`src/design/pm_pkg.sv`:
```
// shared widths, op codes and controller/datapath interface structs
// for the polynomial multiply block; depends on nothing
package pm_pkg;

    localparam int OP_W      = 2;
    localparam int EXP_W     = 5;
    localparam int COEF_W    = 32;
    localparam int DEG_W     = 5;
    localparam int PEXP_W    = 6;
    localparam int PROD_W    = 2 * COEF_W;
    localparam int S_TDATA_W = 56;
    localparam int M_TDATA_W = 40;

    localparam logic [OP_W-1:0] OP_LOAD_A   = 2'd0;
    localparam logic [OP_W-1:0] OP_LOAD_B   = 2'd1;
    localparam logic [OP_W-1:0] OP_MULTIPLY = 2'd2;

    typedef struct packed {
        logic              wr_a;
        logic              wr_b;
        logic              store_clr;
        logic              acc_clr;
        logic              issue;
        logic [EXP_W-1:0]  addr_a;
        logic [EXP_W-1:0]  addr_b;
        logic              out_load;
        logic [PEXP_W-1:0] out_exp;
        logic              out_last;
    } t_dp_cmd;

    typedef struct packed {
        logic busy;
        logic out_free;
    } t_dp_stat;

endpackage

```
`src/design/pm_ctrl.sv`:
```
// sequencer for loads and the convolution walk over coefficient pairs
// depends on pm_pkg
module pm_ctrl #(
    parameter int MAX_TERMS = 32
) (
    input  logic                    i_clk,
    input  logic                    i_rst_n,
    input  logic                    i_in_valid,
    output logic                    o_in_ready,
    input  logic [pm_pkg::OP_W-1:0]  i_op,
    input  logic [pm_pkg::DEG_W-1:0] i_degree_a,
    input  logic [pm_pkg::DEG_W-1:0] i_degree_b,
    input  pm_pkg::t_dp_stat         i_stat,
    output pm_pkg::t_dp_cmd          o_cmd
);
    import pm_pkg::*;

    typedef enum logic [3:0] {
        S_IDLE  = 4'b0001,
        S_RUN   = 4'b0010,
        S_DRAIN = 4'b0100,
        S_OUT   = 4'b1000
    } t_state;

    localparam logic [DEG_W-1:0] DEG_MAX = DEG_W'(MAX_TERMS - 1);

    t_state              r_state, n_state;
    logic [DEG_W-1:0]    r_da, n_da;
    logic [DEG_W-1:0]    r_db, n_db;
    logic [PEXP_W-1:0]   r_total, n_total;
    logic [PEXP_W-1:0]   r_k, n_k;
    logic [EXP_W-1:0]    r_i, n_i;

    logic [PEXP_W-1:0]   k_next;
    logic [PEXP_W-1:0]   i_lo_next;
    logic [PEXP_W-1:0]   i_hi;
    logic [DEG_W-1:0]    da_clamp, db_clamp;
    logic                accept;

    assign accept   = i_in_valid && (r_state == S_IDLE);
    assign da_clamp = (i_degree_a > DEG_MAX) ? DEG_MAX : i_degree_a;
    assign db_clamp = (i_degree_b > DEG_MAX) ? DEG_MAX : i_degree_b;
    assign k_next   = r_k + PEXP_W'(1);
    // first exponent of the first polynomial that pairs with k_next
    assign i_lo_next = (k_next > PEXP_W'(r_db)) ? (k_next - PEXP_W'(r_db)) : '0;
    // last one for the current k
    assign i_hi      = (r_k < PEXP_W'(r_da)) ? r_k : PEXP_W'(r_da);

    always_comb begin
        n_state = r_state;
        n_da    = r_da;
        n_db    = r_db;
        n_total = r_total;
        n_k     = r_k;
        n_i     = r_i;
        o_cmd   = '0;
        o_in_ready = 1'b0;
        o_cmd.addr_a = r_i;
        o_cmd.addr_b = EXP_W'(r_k - PEXP_W'(r_i));
        o_cmd.out_exp  = r_k;
        o_cmd.out_last = (r_k == r_total);
        case (r_state)
            S_IDLE: begin
                o_in_ready = 1'b1;
                if (accept) begin
                    case (i_op)
                        OP_LOAD_A: o_cmd.wr_a = 1'b1;
                        OP_LOAD_B: o_cmd.wr_b = 1'b1;
                        OP_MULTIPLY: begin
                            n_da    = da_clamp;
                            n_db    = db_clamp;
                            n_total = PEXP_W'(da_clamp) + PEXP_W'(db_clamp);
                            n_k     = '0;
                            n_i     = '0;
                            o_cmd.acc_clr = 1'b1;
                            n_state = S_RUN;
                        end
                        default: ;
                    endcase
                end
            end
            S_RUN: begin
                o_cmd.issue = 1'b1;
                if (PEXP_W'(r_i) == i_hi) begin
                    n_state = S_DRAIN;
                end else begin
                    n_i = r_i + EXP_W'(1);
                end
            end
            S_DRAIN: begin
                if (!i_stat.busy) begin
                    n_state = S_OUT;
                end
            end
            S_OUT: begin
                if (i_stat.out_free) begin
                    o_cmd.out_load = 1'b1;
                    o_cmd.acc_clr  = 1'b1;
                    if (r_k == r_total) begin
                        o_cmd.store_clr = 1'b1;
                        n_state = S_IDLE;
                    end else begin
                        n_k     = k_next;
                        n_i     = EXP_W'(i_lo_next);
                        n_state = S_RUN;
                    end
                end
            end
            default: n_state = S_IDLE;
        endcase
    end

    always_ff @(posedge i_clk) begin
        if (!i_rst_n) begin
            r_state <= S_IDLE;
        end else begin
            r_state <= n_state;
        end
    end

    always_ff @(posedge i_clk) begin
        r_da    <= n_da;
        r_db    <= n_db;
        r_total <= n_total;
        r_k     <= n_k;
        r_i     <= n_i;
    end

endmodule

```
`config.mk`:
```
export PLATFORM = sky130hd
export DESIGN_NAME = pm_ctrl
export DESIGN_NICKNAME = d
export VERILOG_FILES = /design/src/design/pm_pkg.sv /design/src/design/pm_ctrl.sv
export SDC_FILE = /design/constraint.sdc
export NUM_CORES = 1
export LEC_CHECK = 0
export ABC_AREA = 1
export BUFFER_PORTS_ARGS = -buffer_cell sky130_fd_sc_hd__clkbuf_2
export CORE_UTILIZATION = 40
export DETAILED_ROUTE_END_ITERATION = 8
export GPL_ROUTABILITY_DRIVEN = 0
export HOLD_SLACK_MARGIN = 0.08
export PLACE_DENSITY_LB_ADDON = 0.05
export RECOVER_POWER = 100
export SLEW_MARGIN = 30
export SYNTH_ARGS = -nofsm -noshare
export SYNTH_HDL_FRONTEND = slang
export SYNTH_SLANG_ARGS = --single-unit
```
`constraint.sdc`:
```
create_clock -name i_clk -period 2.9 [get_ports i_clk]
set_input_delay 0.435 -clock i_clk [delete_from_list [all_inputs] [get_ports i_clk]]
set_output_delay 0.435 -clock i_clk [all_outputs]
set_load 0.05 [all_outputs]
```
==> results of run 1 <==
[layer usage]
metal	up-vias	share of wire	global-route usage
met2	55	0.45	0.293
met1	851	0.49	0.233
met5	-	0	0
met3	8	0.045	0.0326
li1	986	-	-
met4	0	0.014	0.0611
[worst max path at each step]
stage / to / from / slack, ns / cells after the start
after floorplan: o_cmd[12] / r_k[0] / 0.02 / 5
after global placement: r_k[5] / r_k[3] / 0.33 / 14
after detailed placement: r_k[4] / r_k[3] / 0.33 / 14
after CTS: o_cmd[12] / r_i[0] / 0.27 / 5
after global routing: r_k[0] / r_k[3] / 0.07 / 14
final: r_k[2] / r_k[3] / 0.24 / 14
[state kept, by name, indices dropped and copies added, names as in the netlist]
register,count
r_da,5
r_k,6
r_total,6
r_state,4
r_i,5
r_db,5
[synth_stat cells (2+ instances only)]
master    count
a21oi_1       6
clkbuf_1     12
dfxtp_1       4
edfxtp_1     27
fa_1          3
ha_1         20
inv_1        50
nand2_1      43
nand2_2       4
nand3_1      25
nand4_1       3
nor2_1       27
nor2_2        2
nor3_1        6
o21ai_0       8
o31ai_1       5
o32ai_1       2
xnor2_1      10
xor2_1        6
[final cells by class]
class / count / share of cell area
multi-input cells: 185 / 0.456
flip-flops and latches: 31 / 0.335
repair buffers: 45 / 0.0748
inverters: 51 / 0.0719
well taps: 72 / 0.0339
clock buffers: 5 / 0.0259
clock inverters: 2 / 0.00329
[worst max-delay path: cells and delay by family, from the launching register on]
family,cells,cell delay (ns)
adder cells (fa/ha/maj),1,0.33
flip-flops,1,0.51
buffers and inverters,1,0.16
AO/OA/AOI/OAI,1,0.18
AND/OR/NAND/NOR,11,1.18
[stage by stage]
| stage | instances | cell area [µm²] | util | setup WS (ns) | hold WS (ns) |
|---|---|---|---|---|---|
| after floorplan | 280 | 2360 | - | 0.0210 | 0.475 |
| after global placement | 384 | 2630 | 0.473 | 0.327 | 0.502 |
| after detailed placement | 384 | 2630 | 0.473 | 0.329 | 0.498 |
| after CTS | 391 | 2710 | 0.486 | 0.269 | 0.338 |
| after global routing | 391 | 2660 | 0.477 | 0.0705 | 0.333 |
| final | 391 | 2660 | 0.477 | 0.240 | 0.344 |
[cells by family (layout without fill, tap and decap cells)]
logic type	count (synthesis)	count (layout)	synth area share
AO/OA/AOI/OAI	28	28	0.0811
XOR/XNOR	16	16	0.0598
adder cells (fa/ha/maj)	23	23	0.132
buffers and inverters	64	103	0.104
flip-flops	31	31	0.380
AND/OR/NAND/NOR	118	118	0.243
==> results.toml, run 1 <==
[run_status]
status = "finished, final reports clean"

[drt]
routed_wl_um = 5030
vias = 1900
drt-wirelength-per-cell_um = 12.9
drtIter0Drc = 86
viasPerCell = 4.86
drt_first_pass_iters = 4
drcViolationCount = 0
ant_nets = 0

[synthesis]
synth_area_leaders = "edfxtp_1 35%, ha_1 11%, inv_1 8.0%"
synth_cells = 280
async_reset_ff_frac = 0
avgSynthCellArea_um2 = 8.37
netlist.area_leader.share = 0.346
synth_seq_cells = 31
synth_warnings = 0
yosysUniqueCellTypes = 36
ys.flop_type = "edfxtp_1"
seq_area_frac_synth = 0.380
synth_top_area_cell = "edfxtp_1"
synth-edff-count = 27
syn-cell-area_mm2 = 0.00234
syn-num-nets = 320

[sta]
worst_pin_slew_ns = 0.895
fin_crit_ns = 2.66
slew_headroom = 0.403
max_freq_mhz = 376
maxSlewViolCount = 0
setup_violations = 0
period_share = 0.917
fin_skew_ns = 0.00591
hold_viol = 0
rsz0062_at_grt = "false"
finalSetupTns_ns = 0

[worst_setup_path]
cp_cell_sequence = "ha_1, nand2_1, nor2_1, nor2_8, nand2_8, nand2_1, nand2_1, nand2_1, nand2_1, nand3_2, o21bai_4, nand2_2, nor2_1, buf_4"
endpoint_kind = "flip-flop"
crit_path_frequent_cell = "nand2_1"
crit_fanout = 9
r2r_end = "r_k[2]"
worstSetupStartpointType = "flip-flop"
rr_worst_depth = 14
r2r_slack_ns = 0.24
slowest_stage = "edfxtp_1"
r2r-start = "r_k[3]"
cp.required_ns = 2.89
critical_path.max_stage_delay_ns = 0.51
critPathKind = "flip-flop to flip-flop"
worstPathArrival_ns = 2.65

[min_path]
holdPathEnd = "r_db[3]"
worstHoldStart = "i_degree_b[3]"
hold_class = "input port to flip-flop"
hold_path_depth = 1

[clocking]
cts_root_buffer = "clkbuf_8"
cts_setup_buffers = 0
h-tree-depth = 2
cts_hold_buf = 0
cts_buffers = 5
clk_latency_ns = 0.28
cts_sinks = 31
clockBufferDepth = 2
clkSlewWorstSetupHoldPaths_ns = 0.06
ctsResizeCount = 0
cts_tree = "done"

[final_layout]
final_cell_mix = "50 x inv_1, 43 x nand2_1, 29 x clkbuf_1"
final_nets = 359
multiInputGateArea_mm2 = 0.00121
fillers = 572
area_delta_synth_final_pct = 13.5
regArea_um2 = 891
diodes = 0
drive_gt1_frac = 0.119
mostFrequentLayoutCell = "inv_1"

[floorplan]
coreArea_mm2 = 0.00557
rows = 27
die_area_mm2 = 0.00617
start_util = 0.421
fp.dieH_um = 78.6
io_pins = 41
die-width_um = 78.6

[global_route]
grt_max_degree = 17
grt_pass1_vias = 1823
grt_use_total = 0.178
antenna_found_initial = 0
grt-ovfl-total = 0
grt_pass1_wl_um = 8430

[placement]
dp_hpwl_um = 4090
numPortBuffers = 40

[flow_run]
maxCapViolCount = 0
Power of run 1 is not shown: default switching activity piles up to over one toggle a cycle in this logic, so the estimate is an artifact.
==> run 2, diff against run 1 <==
Settings changed: ABC_AREA 1 to default.
==> results.toml, run 2 <==
[run_status]
status = "finished, final reports clean"

[sta]
finalSetupTns_ns = 0
maxSlewViolCount = 0
max_freq_mhz = 372
fin_crit_ns = 2.69
fin_skew_ns = 0.00918
setup_violations = 0
setup_slack_ns = 0.213
slew_headroom = 0.416
hold_ws_ns = 0.356
rsz0062_at_grt = "false"
period_share = 0.927
hold_viol = 0
worst_pin_slew_ns = 0.876

[clocking]
cts_sinks = 31
cts_setup_buffers = 0
clockBufferDepth = 2
cts_root_buffer = "clkbuf_8"
cts_hold_buf = 0
clkSlewWorstSetupHoldPaths_ns = 0.06
cts_tree = "done"
clk_latency_ns = 0.28
h-tree-depth = 2
cts_buffers = 5
ctsResizeCount = 0

[final_layout]
drive_gt1_frac = 0.122
fillers = 524
mostFrequentLayoutCell = "clkbuf_1"
diodes = 0
final_cell_mix = "36 x clkbuf_1, 27 x edfxtp_1, 23 x inv_1"
multiInputGateArea_mm2 = 0.00120
regArea_um2 = 891
top_regs = "r_k (6), r_total (6)"
area_delta_synth_final_pct = 15.5
final_cells = 332
final_nets = 301

[drt]
ant_nets = 0
drtIter0Drc = 65
routed_wl_um = 4820
drt_first_pass_iters = 4
viasPerCell = 5.03
drcViolationCount = 0
vias = 1669
drt-wirelength-per-cell_um = 14.5

[placement]
dp_cells = 324
dp_hpwl_um = 3950
place_ws_ns = 0.233
numPortBuffers = 40

[power_and_ir_drop]
p_comb_frac = 0.312
seqPwrFrac = 0.435
p_leak_nw = 1.09
ir_worst_vdd_v = 0.000312
power.share.clock = 0.252
power.internal_w = 0.000819
p_sw_w = 0.000448
p_per_area_mw_per_mm2 = 494
switching_share = 0.354

[floorplan]
start_util = 0.424
io_pins = 41
die_area_mm2 = 0.00585
coreArea_mm2 = 0.00524
rows = 26
fp.dieH_um = 76.5
die-width_um = 76.5

[synthesis]
async_reset_ff_frac = 0
synth-edff-count = 27
avgSynthCellArea_um2 = 10.2
yosysUniqueCellTypes = 47
synth_common_cells = "27 x edfxtp_1, 23 x inv_1, 20 x ha_1"
seq_area_frac_synth = 0.402
synth_seq_cells = 31
syn-num-nets = 258
synth_warnings = 0
synth_area_leaders = "edfxtp_1 37%, ha_1 11%, xor2_1 7.1%"
ys.flop_type = "edfxtp_1"
synth_most_common_cell = "edfxtp_1"
netlist.area_leader.share = 0.365
synth_top_area_cell = "edfxtp_1"
syn-cell-area_mm2 = 0.00222
synth_cells = 218

[global_route]
grt_pass1_vias = 1669
grt_busiest_layer = "met2"
grt_use_total = 0.180
grt.met2_usage = 0.295
grt_max_degree = 17
globalRouteMet3Util = 0.0419
grt_pass1_wl_um = 8050
met1_usage = 0.227
antenna_found_initial = 0
grt-ovfl-total = 0

[worst_setup_path]
critPathBufInv = 1
worstPathArrival_ns = 2.76
slowest_stage = "fa_1"
cp.required_ns = 2.97
crit_fanout = 5
endpoint_kind = "flip-flop"
worstSetupStartpointType = "flip-flop"
critPathTopFamily = "compound AO/OA/AOI/OAI gates"
cp_cell_sequence = "ha_1, inv_1, fa_1, nor2b_1, o21ai_0, a21oi_1, o22ai_1, a21o_2, o32ai_1"
critPathKind = "flip-flop to flip-flop"
critical_path.max_stage_delay_ns = 0.43

[flow_run]
maxCapViolCount = 0

[min_path]
hold_class = "input port to flip-flop"
[run 2: cell count changes in the layout (fill, tap and decap cells not counted), sizes merged, moves of 4 or more]
| cell | before | now |
|---|---|---|
| xor2 | 6 | 18 |
| o31ai | 5 | 1 |
| nand2 | 49 | 6 |
| clkbuf | 46 | 50 |
| nand3 | 26 | 9 |
| nor2 | 31 | 13 |
| mux2i | 0 | 4 |
| nand2b | 0 | 4 |
| o22ai | 1 | 5 |
| and2 | 1 | 5 |
| inv | 51 | 24 |
| a21o | 0 | 7 |
[run 2: path summary, 6_finish.rpt]
| check | start | end | slack, ns | depth (start not counted) |
|---|---|---|---|---|
| worst min-delay path | i_degree_b[4] | r_db[4] | 0.36 | 1 |
| worst max register to register | r_k[1] | r_i[4] | 0.21 | 9 |
| worst max-delay path | r_k[1] | r_i[4] | 0.21 | 9 |
| worst min register to register | r_state[2] | r_state[3] | 0.64 | 2 |
[run 2: stage by stage]
step,power (W),utilization,instance area [µm²]
after floorplan,0.000873,-,2250
after global placement,0.000976,0.488,2550
after detailed placement,0.000974,0.488,2550
after CTS,0.00130,0.503,2630
after global routing,0.00134,0.489,2560
final,0.00127,0.489,2560
[run 2: metal layers]
| layer | vias up | wire length [µm] |
|---|---|---|
| met5 | - | 0 |
| met4 | 0 | 99 |
| met3 | 8 | 161 |
| met2 | 34 | 2280 |
| met1 | 783 | 2280 |
| li1 | 844 | - |
[run 2: power by group through the flow]
stage | sequential [W] | combinational (W) | clock, W
after global routing | 0.000556 | 0.000434 | 0.000346
final | 0.000551 | 0.000396 | 0.000320
after detailed placement | 0.000561 | 0.000413 | 0
after global placement | 0.000562 | 0.000414 | 0
after floorplan | 0.000589 | 0.000284 | 0
after CTS | 0.000552 | 0.000415 | 0.000329
[run 2: cell families (layout without fill, tap and decap cells)]
group,after synthesis,count (layout),share of synthesized area
and+or+nand+nor,57,57,0.155
muxes,5,5,0.0231
xor gates and xnor gates,27,27,0.107
adders and majority gates,23,23,0.140
AOI/OAI and AO/OA,38,38,0.109
buffers and inverters,37,81,0.0643
DFF,31,31,0.402
[run 2: worst register-to-register path: stages, from the launching register on]
cell and delay [ns]:
edfxtp_1 0.42, ha_1 0.34, inv_1 0.08, fa_1 0.43, nor2b_1 0.15, o21ai_0 0.12, a21oi_1 0.24, o22ai_1 0.12
a21o_2 0.26, o32ai_1 0.33
[run 2: cell type report]
class                   count  share of cell area
multi-input cells         150               0.467
flip-flops and latches     31               0.348
repair buffers             49              0.0850
inverters                  24              0.0352
well taps                  70              0.0342
clock buffers               8              0.0312
Power figures use the tool's default switching activity.
==> run 3, diff against run 2 <==
Settings changed: CTS_BUF_LIST from default to sky130_fd_sc_hd__clkbuf_16, SKIP_LAST_GASP from default to 1.
==> results.toml, run 3 (synthesis gave the netlist of run 2 again) <==
[sta]
fin_skew_ns = 0.00716
slew_headroom = 0.411
worst_pin_slew_ns = 0.883
max_freq_mhz = 372
hold_viol = 0
period_share = 0.927
rsz0062_at_grt = "false"
hold_ws_ns = 0.364
finalSetupTns_ns = 0
maxSlewViolCount = 0
setup_violations = 0
fin_crit_ns = 2.69

[drt]
drcViolationCount = 0
drt_first_pass_iters = 4
ant_nets = 0
vias = 1664
drtIter0Drc = 59
drt-wirelength-per-cell_um = 14.5
viasPerCell = 5.01
routed_wl_um = 4830

[worst_setup_path]
rr_worst_depth = 9
crit_end = "r_i[4]"
r2r-start = "r_k[1]"
slowest_stage = "fa_1"
critPathKind = "flip-flop to flip-flop"
worstSetupStartpointType = "flip-flop"
critical_path.max_stage_delay_ns = 0.43
r2r_slack_ns = 0.21
path_depth = 9
cp_cell_sequence = "ha_1, inv_1, fa_1, nor2b_1, o21ai_0, a21oi_1, o22ai_1, a21o_2, o32ai_1"
cp.required_ns = 2.96
worstPathArrival_ns = 2.75
r2r_end = "r_i[4]"
critPathTopFamily = "compound AO/OA/AOI/OAI gates"
critPathBufInv = 1
endpoint_kind = "flip-flop"
startpoint = "r_k[1]"
crit_fanout = 5

[final_layout]
final_nets = 301
final_cell_mix = "33 x clkbuf_1, 27 x edfxtp_1, 26 x inv_1"
postLayoutCoreUtil = 0.500
top_regs = "r_k (6), r_total (6)"
area_delta_synth_final_pct = 18.0
mostFrequentLayoutCell = "clkbuf_1"
drive_gt1_frac = 0.122
diodes = 0

[floorplan]
die-width_um = 76.5
fp.dieH_um = 76.5
rows = 26
io_pins = 41
start_util = 0.424
coreArea_mm2 = 0.00524
die_area_mm2 = 0.00585

[run_status]
status = "finished, final reports clean"

[power_and_ir_drop]
switching_share = 0.328
power.share.clock = 0.334
p_comb_frac = 0.278
p_sw_w = 0.000468
p_leak_nw = 1.12
seqPwrFrac = 0.388
power.internal_w = 0.000957
ir_worst_vdd_v = 0.000258
p_per_area_mw_per_mm2 = 544

[clocking]
ctsResizeCount = 0
cts_buffers = 5
clockBufferDepth = 2
h-tree-depth = 2
cts_root_buffer = "clkbuf_16"
cts_hold_buf = 0
cts_sinks = 31
cts_setup_buffers = 0
clk_latency_ns = 0.27
cts_tree = "done"
clkSlewWorstSetupHoldPaths_ns = 0.05

[global_route]
grt_use_total = 0.180
grt-ovfl-total = 0
grt_pass1_wl_um = 8050
grt_pass1_vias = 1666
antenna_found_initial = 0
grt_max_degree = 17

[flow_run]
maxCapViolCount = 0

[placement]
numPortBuffers = 40
dp_hpwl_um = 3950

[min_path]
hold_class = "input port to flip-flop"
[run 3: changes by cell type in the layout (fill, tap and decap cells not counted)]
cell,delta
clkbuf_8,-5
inv_1,+3
clkbuf_1,-3
clkbuf_16,+5
[run 3: how the worst min path moves through the flow]
stage,cells past startpoint,from,end,slack (ns)
finish,1,i_degree_b[2],r_db[2],0.36
global route,2,i_rst_n,r_state[0],0.37
CTS,1,i_degree_b[2],r_db[2],0.35
detailed placement,1,i_degree_b[2],r_db[2],0.63
global placement,1,i_degree_b[2],r_db[2],0.63
floorplan,1,i_rst_n,r_state[0],0.51
[run 3: final cells by class]
class / count / area, µm²
multi-input combinational: 150 / 1200
clock inverter: 3 / 11.3
inverter: 24 / 90.1
timing repair buffer: 49 / 218
fill: 523 / 2620
tap: 70 / 87.6
sequential: 31 / 891
clock buffer: 5 / 125
[run 3: worst register-to-register path: stages, from the launching register on]
cell and delay (ns):
edfxtp_1 0.42, ha_1 0.34, inv_1 0.08, fa_1 0.43, nor2b_1 0.15, o21ai_0 0.12, a21oi_1 0.24, o22ai_1 0.12
a21o_2 0.26, o32ai_1 0.33
[run 3: metrics by stage]
stage / std cells / setup WS [ns] / power, W / area, µm²
floorplan: 218 / 0.00877 / 0.000873 / 2250
global placement: 324 / 0.290 / 0.000976 / 2550
detailed placement: 324 / 0.233 / 0.000974 / 2550
CTS: 332 / 0.187 / 0.00146 / 2690
global route: 332 / 0.0308 / 0.00150 / 2620
finish: 332 / 0.212 / 0.00142 / 2620
[run 3: power by group through the flow]
stage	registers [W]	logic (W)	clock network, W
after detailed placement	0.000561	0.000413	0
after CTS	0.000553	0.000415	0.000489
final	0.000553	0.000396	0.000476
after global routing	0.000557	0.000434	0.000505
after floorplan	0.000589	0.000284	0
after global placement	0.000562	0.000414	0
[run 3: metal layers]
metal	up-vias	part of all wire	track usage
li1	844	-	-
met1	784	0.48	0.229
met2	29	0.47	0.294
met3	7	0.025	0.0419
met4	0	0.020	0.0750
met5	-	0	0
